<file path="config.mk">
export PLATFORM = sky130hd
export DESIGN_NAME = rlp_stream_header_parser_top
export DESIGN_NICKNAME = d
export VERILOG_FILES = /design/src/rtl/core/rlphp_pkg.sv /design/src/rtl/core/rlp_stream_header_parser_top.sv
export SDC_FILE = /design/constraint.sdc
export NUM_CORES = 1
export LEC_CHECK = 0
export BUFFER_PORTS_ARGS = -buffer_cell sky130_fd_sc_hd__buf_4
export CAP_MARGIN = 10
export CORE_MARGIN = 3
export CORE_UTILIZATION = 50
export CTS_BUF_LIST = sky130_fd_sc_hd__clkbuf_2
export DETAILED_ROUTE_END_ITERATION = 10
export PLACE_DENSITY = 0.76
export SYNTH_ARGS = -nofsm -noshare
export SYNTH_HDL_FRONTEND = slang
export SYNTH_SLANG_ARGS = --single-unit
export TNS_END_PERCENT = 5
</file>
<file path="constraint.sdc">
create_clock -name clk -period 4.6 [get_ports clk]
set_input_delay 0.69 -clock clk [delete_from_list [all_inputs] [get_ports clk]]
set_output_delay 0.69 -clock clk [all_outputs]
set_load 0.005 [all_outputs]
</file>
<file path="src/rtl/core/rlphp_pkg.sv">
// rlphp_pkg: constants and types shared by the rlp stream header parser
// depends on nothing; imported by rlp_stream_header_parser_top
`default_nettype none

package rlphp_pkg;

    localparam int MAX_LENGTH_BYTES = 8;

    localparam logic [63:0] ACC_MASK = (MAX_LENGTH_BYTES >= 8) ? {64{1'b1}} :
        ((64'd1 << (8 * MAX_LENGTH_BYTES)) - 64'd1);

    typedef logic [1:0] phase_t;
    localparam phase_t PHASE_PREFIX  = 2'd0;
    localparam phase_t PHASE_LENGTH  = 2'd1;
    localparam phase_t PHASE_PAYLOAD = 2'd2;

    typedef logic [2:0] role_t;
    localparam role_t ROLE_FILLER   = 3'd0;
    localparam role_t ROLE_SINGLE   = 3'd1;
    localparam role_t ROLE_STR_HDR  = 3'd2;
    localparam role_t ROLE_LIST_HDR = 3'd3;
    localparam role_t ROLE_LEN_BYTE = 3'd4;
    localparam role_t ROLE_PAYLOAD  = 3'd5;

    localparam logic [7:0] BYTE_DEL       = 8'h7f;
    localparam logic [7:0] STR_SHORT_BASE = 8'h80;
    localparam logic [7:0] STR_SHORT_MAX  = 8'hb7;
    localparam logic [7:0] STR_LONG_MAX   = 8'hbf;
    localparam logic [7:0] LIST_SHORT_BASE = 8'hc0;
    localparam logic [7:0] LIST_SHORT_MAX = 8'hf7;

endpackage

`default_nettype wire

</file>
<file path="src/rtl/core/rlp_stream_header_parser_top.sv">
// an accepted byte is held in the input register, then the parse step writes its result to the result register
// throughput: one byte per cycle while the output is not stalled, set by the single registered parse step per byte;
// while a result is stalled at the output, the input register can still take one byte if it is empty
// reset clears the parse state and all valid flags; skip_del_reg comes up as 1
// rlp stream header parser top level, classifies each byte and reports completed headers
// depends on rlphp_pkg
`default_nettype none

module rlp_stream_header_parser_top
(
    input  wire                  clk,
    input  wire                  rst_n,
    input  wire                  cfg_we,
    input  wire                  cfg_wdata,
    input  wire                  in_valid,
    output logic                 in_ready,
    input  wire  [7:0]           data_byte,
    output logic                 out_valid,
    input  wire                  out_ready,
    output logic [7:0]           byte_value,
    output rlphp_pkg::role_t     byte_role,
    output logic                 header_done,
    output logic                 item_is_list,
    output logic [63:0]          item_length,
    output logic [3:0]           header_size,
    output logic                 payload_last
);
    import rlphp_pkg::*;

    logic        skip_del_reg;
    logic        in_valid_reg;
    logic [7:0]  in_byte_reg;
    logic        out_valid_reg;
    logic        advance;
    logic        step;

    phase_t      phase_reg, phase_next;
    logic [3:0]  len_left_reg, len_left_next;
    logic [63:0] acc_reg, acc_next;
    logic [63:0] payload_left_reg, payload_left_next;
    logic        pend_list_reg, pend_list_next;
    logic [3:0]  pend_hsize_reg, pend_hsize_next;

    role_t       role_c;
    logic        done_c;
    logic        is_list_c;
    logic [63:0] ilen_c;
    logic [3:0]  hsize_c;
    logic        last_c;
    logic [63:0] acc_shift;
    logic [3:0]  len_dec;
    logic [63:0] pay_dec;
    logic [3:0]  long_cnt;

    assign advance   = !out_valid_reg || out_ready;
    assign in_ready  = !in_valid_reg || advance;
    assign step      = in_valid_reg && advance;
    assign out_valid = out_valid_reg;

    assign acc_shift = ((acc_reg << 8) | {56'd0, in_byte_reg}) & ACC_MASK;
    assign len_dec   = (len_left_reg != 4'd0) ? len_left_reg - 4'd1 : 4'd0;
    assign pay_dec   = (payload_left_reg != 64'd0) ? payload_left_reg - 64'd1 : 64'd0;

    always_comb
    begin
        phase_next        = phase_reg;
        len_left_next     = len_left_reg;
        acc_next          = acc_reg;
        payload_left_next = payload_left_reg;
        pend_list_next    = pend_list_reg;
        pend_hsize_next   = pend_hsize_reg;
        role_c            = ROLE_FILLER;
        done_c            = 1'b0;
        is_list_c         = 1'b0;
        ilen_c            = 64'd0;
        hsize_c           = 4'd0;
        last_c            = 1'b0;
        long_cnt          = 4'd0;
        case (phase_reg)
            PHASE_LENGTH:
            begin
                role_c        = ROLE_LEN_BYTE;
                acc_next      = acc_shift;
                len_left_next = len_dec;
                if (len_dec == 4'd0)
                begin
                    done_c    = 1'b1;
                    is_list_c = pend_list_reg;
                    ilen_c    = acc_shift;
                    hsize_c   = pend_hsize_reg;
                    if (!pend_list_reg && acc_shift != 64'd0)
                    begin
                        payload_left_next = acc_shift;
                        phase_next        = PHASE_PAYLOAD;
                    end
                    else
                    begin
                        phase_next = PHASE_PREFIX;
                    end
                end
            end
            PHASE_PAYLOAD:
            begin
                role_c            = ROLE_PAYLOAD;
                payload_left_next = pay_dec;
                if (pay_dec == 64'd0)
                begin
                    last_c     = 1'b1;
                    phase_next = PHASE_PREFIX;
                end
            end
            default:
            begin
                phase_next = PHASE_PREFIX;
                if (in_byte_reg == BYTE_DEL && skip_del_reg)
                begin
                    role_c = ROLE_FILLER;
                end
                else if (in_byte_reg <= BYTE_DEL)
                begin
                    role_c = ROLE_SINGLE;
                    done_c = 1'b1;
                    ilen_c = 64'd1;
                end
                else if (in_byte_reg <= STR_SHORT_MAX)
                begin
                    role_c  = ROLE_STR_HDR;
                    done_c  = 1'b1;
                    ilen_c  = {56'd0, 8'(in_byte_reg - STR_SHORT_BASE)};
                    hsize_c = 4'd1;
                    if (ilen_c != 64'd0)
                    begin
                        payload_left_next = ilen_c;
                        phase_next        = PHASE_PAYLOAD;
                    end
                end
                else if (in_byte_reg <= STR_LONG_MAX)
                begin
                    role_c          = ROLE_STR_HDR;
                    long_cnt        = 4'(in_byte_reg - STR_SHORT_MAX);
                    len_left_next   = long_cnt;
                    acc_next        = 64'd0;
                    pend_list_next  = 1'b0;
                    pend_hsize_next = long_cnt + 4'd1;
                    phase_next      = PHASE_LENGTH;
                end
                else if (in_byte_reg <= LIST_SHORT_MAX)
                begin
                    role_c    = ROLE_LIST_HDR;
                    done_c    = 1'b1;
                    is_list_c = 1'b1;
                    ilen_c    = {56'd0, 8'(in_byte_reg - LIST_SHORT_BASE)};
                    hsize_c   = 4'd1;
                end
                else
                begin
                    // long list header: length bytes follow, no payload phase
                    role_c          = ROLE_LIST_HDR;
                    long_cnt        = 4'(in_byte_reg - LIST_SHORT_MAX);
                    len_left_next   = long_cnt;
                    acc_next        = 64'd0;
                    pend_list_next  = 1'b1;
                    pend_hsize_next = long_cnt + 4'd1;
                    phase_next      = PHASE_LENGTH;
                end
            end
        endcase
    end

    always_ff @(posedge clk or negedge rst_n)
    begin
        if (!rst_n)
        begin
            skip_del_reg     <= 1'b1;
            in_valid_reg     <= 1'b0;
            out_valid_reg    <= 1'b0;
            phase_reg        <= PHASE_PREFIX;
            len_left_reg     <= 4'd0;
            acc_reg          <= 64'd0;
            payload_left_reg <= 64'd0;
            pend_list_reg    <= 1'b0;
            pend_hsize_reg   <= 4'd0;
        end
        else
        begin
            if (cfg_we)
            begin
                skip_del_reg <= cfg_wdata;
            end
            if (in_ready)
            begin
                in_valid_reg <= in_valid;
            end
            if (advance)
            begin
                out_valid_reg <= in_valid_reg;
            end
            if (step)
            begin
                phase_reg        <= phase_next;
                len_left_reg     <= len_left_next;
                acc_reg          <= acc_next;
                payload_left_reg <= payload_left_next;
                pend_list_reg    <= pend_list_next;
                pend_hsize_reg   <= pend_hsize_next;
            end
        end
    end

    // payload registers, no reset
    always_ff @(posedge clk)
    begin
        if (in_valid && in_ready)
        begin
            in_byte_reg <= data_byte;
        end
        if (step)
        begin
            byte_value   <= in_byte_reg;
            byte_role    <= role_c;
            header_done  <= done_c;
            item_is_list <= is_list_c;
            item_length  <= ilen_c;
            header_size  <= hsize_c;
            payload_last <= last_c;
        end
    end

    a_payload_nonzero: assert property (@(posedge clk) disable iff (!rst_n)
        phase_reg == PHASE_PAYLOAD |-> payload_left_reg != 64'd0)
        else $error("payload phase with zero bytes left");

    a_length_nonzero: assert property (@(posedge clk) disable iff (!rst_n)
        phase_reg == PHASE_LENGTH |-> len_left_reg != 4'd0)
        else $error("length phase with zero length bytes left");

    a_done_role: assert property (@(posedge clk) disable iff (!rst_n)
        out_valid_reg && header_done |-> byte_role == ROLE_SINGLE
            || byte_role == ROLE_STR_HDR || byte_role == ROLE_LIST_HDR
            || byte_role == ROLE_LEN_BYTE)
        else $error("header completed on a byte that is not part of a header");

    a_last_role: assert property (@(posedge clk) disable iff (!rst_n)
        out_valid_reg && payload_last |-> byte_role == ROLE_PAYLOAD && !header_done)
        else $error("payload end flagged on a non-payload byte");

    a_step_leaves_prefix: assert property (@(posedge clk) disable iff (!rst_n)
        step && phase_reg == PHASE_PAYLOAD && payload_left_reg == 64'd1
            |=> phase_reg == PHASE_PREFIX)
        else $error("parser did not return to prefix after the last payload byte");

endmodule

`default_nettype wire
</file>
; After elaboration in Yosys (flattened, before gate mapping)
; Cells that the tools add are included.
[op_classes]
n_addsub = 8
n_mul = 0
div_mod_pow = 0
n_lt_le_gt_ge = 4
eq_ne = 13
n_shift = 0
muxes = 67
n_bitwise = 6
reduce_logical = 22
[ops]
columns = op, count
row1 = $mux W64, 8
row2 = $mux W56, 5
row3 = $pmux W64 S2, 2
row4 = $reduce_bool A64 Y1, 2
row5 = $pmux W56 S2, 1
row6 = $logic_not A64 Y1, 1
row7 = $or A64 B8 Y64, 1
row8 = $sub A64 B1 Y64 const B, 1
row9 = $mux W8, 5
row10 = $mux W4, 9
row11 = $le A8 B8 Y1 const B, 3
row12 = $mux W1, 22
row13 = $mux W2, 9
row14 = $pmux W4 S2, 2
row15 = $sub A8 B8 Y8 const B, 2
row16 = $reduce_and A6 Y1, 2
row17 = $add A4 B1 Y4 const B, 2
row18 = $eq A8 B7 Y1 const B, 1
row19 = $le A8 B7 Y1 const B, 1
row20 = $ne A2 B2 Y1 const B, 4
row21 = $reduce_bool A8 Y1, 1
row22 = $sub A4 B3 Y4 const B, 2
row23 = $reduce_and A7 Y1, 1
row24 = $ne A2 B1 Y1 const B, 3
row25 = other kinds (17), 30
[word_totals]
register_bits = 224
latchBits = 0
ramBits = 0
mem_bits_ro = 0
out_inout_bits = 84
elab_cells = 137
n_memories = 0

; Longest topological paths before layout
[depth]
depth_word = 7
mapped_depth = 12

; Worst setup path after synthesis
; Ideal clock, no wire load.
[synth_timing]
path_kind = register -> register
start = register payload_left_reg[0]
end = register payload_last, data pin
arrival_ps = 3287
required_ps = 4470
setup_slack_ps = 1183
stages_incl_launch_ff = 12
path_buffers = 0
period_less_slack_ps = 3417
path_cell_list = dfrtp_1 inv_1 ha_1 or4b_2 nor3_1 nand4_1 nor3_1 xor2_1 or3_1 or4_1 nor4_1 o21a_1
[synth_between]
elab_chain_cells = 4
[synth_lines]
columns = item, line
row1 = from (decl), rlp_stream_header_parser_top.sv:40  ; logic [63:0] payload_left_reg, payload_left_next;
row2 = from (signal assigned), rlp_stream_header_parser_top.sv:203  ; payload_left_reg <= payload_left_next;
row3 = $sub A64 B1 Y64 or $reduce_bool A64 Y1 (tied branches), rlp_stream_header_parser_top.sv:62  ; assign pay_dec = (payload_left_reg != 64'd0) ? payload_left_reg - 64'd1 : 64'd0;
row4 = $mux W64 (*), rlp_stream_header_parser_top.sv:62
row5 = $logic_not A64 Y1 (*), rlp_stream_header_parser_top.sv:106  ; if (pay_dec == 64'd0)
row6 = $mux W1 (*), rlp_stream_header_parser_top.sv:106
row7 = to (signal assigned), rlp_stream_header_parser_top.sv:225  ; payload_last <= last_c;
row8 = to (decl), rlp_stream_header_parser_top.sv:26  ; output logic payload_last
; Every way passes the cells marked *; elsewhere a longest branch is shown, timed or not.
; A chain may end at the register's enable or synchronous reset.

; Worst setup path after layout
[layout_timing]
start = register payload_left_reg[0]
end = register phase_reg[0]
[layout_between]
elab_chain_cells = 5
[layout_lines]
columns = item, line
row1 = $sub A64 B1 Y64 or $reduce_bool A64 Y1 (tied branches), rlp_stream_header_parser_top.sv:62
row2 = $mux W64 (*), rlp_stream_header_parser_top.sv:62
row3 = $logic_not A64 Y1 (*), rlp_stream_header_parser_top.sv:106
row4 = $ne A2 B2 Y1 (no line) (*), --
row5 = $reduce_and A3 Y1 (no line) (*), --
row6 = to (signal assigned), rlp_stream_header_parser_top.sv:200  ; phase_reg <= phase_next;
row7 = to (decl), rlp_stream_header_parser_top.sv:37  ; phase_t phase_reg, phase_next;
; Marked as above.

==> results.md <==
* Psw at 2.65 mW
* First-pass GRT wire length at 52600 um
* Post-synth EDFFs at 90
* Via count at 9860
* Most frequent cells after synthesis: nand2_1 (196), o21ai_0 (146), dfrtp_1 (133)
* Initial core utilization at 51.5%
* Share of power burned in registers at 40.1%
* Net count after synthesis at 1190
* Max-slew violations at 0
* WP data arrival at 4.60 ns
* CTS max path bufs at 3
* Count leader, synth: nand2_1
* Remaining Overflow, GRT at 0
* GPL Wtd Cong at 0.997
* Post-synth top area cell: dfrtp_1
* Pin count of the biggest net entering global routing at 111
* Crit share post-route at 83.5%
* Area occupied by multi-input gates at 0.00499 mm2
* Worst EP required at 5.36 ns
* H-tree lvl count at 2
* Slew Limit Headroom at 24.0%
* Clk slew on worst S/H paths at 0.11 ns
* PortBufs at 97
* RSZ-0062 raised after global routing: false
* Met3 GRT Util at 6.39%
* Vias in the first global route at 9145
* Final core occ at 59.0%
* Mapped Area at 0.0114 mm2
* Hold Path Class: input port to register
* Status: finished, final reports clean
* Postcts setup bufs at 0
* Die Y at 157 um
* Setup crit end kind: register
* Cts bufs inserted at 55
* Die width at 157 um
* Setup TNS at 0 ns
* Final setup vio count at 0
* Post-Place Setup Slack at 0.871 ns
* Syn Inst Count at 1165
* Worst Path Max Fanout at 9
* TritonRoute pass-1 iters at 5
* Overall routing resource usage at 27.6%
* Sequential share of the synthesized area at 53.3%
* Design Area, Final at 0.0130 mm2
* Met1 Track Usage GR at 39.5%
* Final number of hold-violating endpoints at 0
* Average size of a mapped cell at 9.76 um2
* DRT antenna net count at 0
* Placed wire-length estimate at 23900 um
* Fillers at 1867
* Area contributors post-synth: dfrtp_1 (29%), edfxtp_1 (24%), nand2_1 (6.5%)
* Row count at 54
* Routed WL at 34400 um
* Clock network power share at 22.9%
* Setup CP Type: register to register
* Pwr Density at 486 mW/mm2
* Fraction of registers with async set or reset after synthesis at 59.8%
* Min Clock Period, post-route at 3.84 ns
* 1st-iter DRT viols at 1057
* GRT met2 Usage at 41.5%
* Fin Hold WS at 0.0520 ns
* Initial antenna violation count at 2
* YS warnings at 0
* Wire length per cell at 21.4 um
* Yosys top cell area share at 29.3%
* Synth Register Bits at 224
* Final net count at 1302
* PnR worst setup slack at 0.760 ns
* CTS tree: yes
* Worst-margin pin slew at 1.14 ns
* Clk_skew at 0.0471 ns
* Syn-to-layout area delta at 14.6%
* VDD IR max at 0.000201 V
* Vias per cell at 6.15
* Sw frac at 41.8%
* Die area at 0.0246 mm2
* Setup crit start kind: register
* P_int at 3.69 mW
* Drc violations at 0
* Sink Count at 224
* Non-filler cells, final at 1604
* Worst-Skew Late Latency at 0.87 ns
* Max Freq at 0.260 GHz
* Netlist cell types at 73
* Pleak at 5.65 nW
* GRT busiest layer: met2
* CORE AREA at 0.0221 mm2
* Area after DPL at 0.0124 mm2
* Logic pwr share at 37.0%
* Inst Count DP at 1490
* Root buffer cell: clkbuf_2
* Reg area at 0.00606 mm2
* Total power at 6.34 mW
* Layout cell share with drive strength beyond 1 at 18.7%
* I/O Pins at 98
* MaxCap Viol Count at 0
* Main flop type after synthesis: dfrtp_1
-- power groups by stage --
stage          Clock, mW  Combinational, mW  Sequential (mW)
6_report            1.45               2.35             2.54
3_3_place_gp           0               2.26             2.56
3_5_place_dp           0               2.27             2.57
4_1_cts             1.47               2.29             2.53
5_1_grt             1.58               2.52             2.56
2_1_floorplan          0               1.55             2.47
-- worst paths after layout --
check / startpoint / endpoint / slack (ns) / depth (start not counted)
max: payload_left_reg[0] / phase_reg[0] / 0.76 / 11
min: in_valid / in_valid_reg / 0.05 / 2
max reg2reg: payload_left_reg[0] / phase_reg[0] / 0.76 / 11
min reg2reg: in_valid_reg / out_valid / 0.49 / 1
max in group asynchronous: rst_n / pend_hsize_reg[2] / 3.00 / 3
min in group asynchronous: rst_n / payload_left_reg[47] / 0.57 / 2
-- cell type report --
| type | count | share of cell area [%] |
|---|---|---|
| clock buffer | 85 | 3.26 |
| timing repair buffer | 124 | 7.65 |
| antenna | 1 | 0.0192 |
| tap | 280 | 2.69 |
| multi-input combinational | 854 | 38.3 |
| clock inverter | 18 | 1.05 |
| sequential | 224 | 46.5 |
| inverter | 18 | 0.518 |
-- worst max-delay path, cell delays in order (launching register included) --
cell and delay [ns]:
dfrtp_1 0.46, inv_1 0.14, ha_1 0.28, nor4b_2 0.29
nand3_1 0.41, or4_4 0.66, o21ai_1 0.15, nand4bb_1 0.11
or4_1 0.57, and4b_1 0.29, a31o_2 0.20, mux2i_1 0.20
-- routing by layer --
metal	routed length [um]	part of all wire [%]
met3	3400	9.9
met4	1260	3.7
met5	0	0
met1	14600	42
met2	15200	44
-- kinds of logic after synthesis --
kind of cell             share of synthesized area [%]
flip-flops                                        53.3
AND/OR/NAND/NOR                                   24.3
adder cells (fa/ha/maj)                           1.21
AO/OA/AOI/OAI                                     14.2
buffers and inverters                             3.10
XOR/XNOR                                          3.24
multiplexers                                     0.660
-- repair_timing --
| item | 4_1_cts | 5_1_grt |
|---|---|---|
| hold buffers | 3 | 7 |
| hold endpoints to repair | 53 | 7 |
| resized for setup | 0 | 0 |
-- cells in the final DEF, fill, tap and decap left out, types with 13 or more instances in the layout --
cell type	netlist	routed
a21oi_1	33	33
a22o_1	20	20
and2_1	68	68
buf_4	0	110
clkbuf_2	0	85
dfrtp_1	133	133
edfxtp_1	90	90
inv_1	17	16
nand2_1	196	196
nand3_1	28	28
nand4_1	14	14
nor2_1	56	55
nor3_1	38	37
nor4_1	41	41
o21ai_0	146	145
o31ai_1	13	13
or3_1	13	13
or4_1	19	19
xnor2_1	19	19
xor2_1	23	23
No activity file was read; power rests on OpenSTA's default activity.
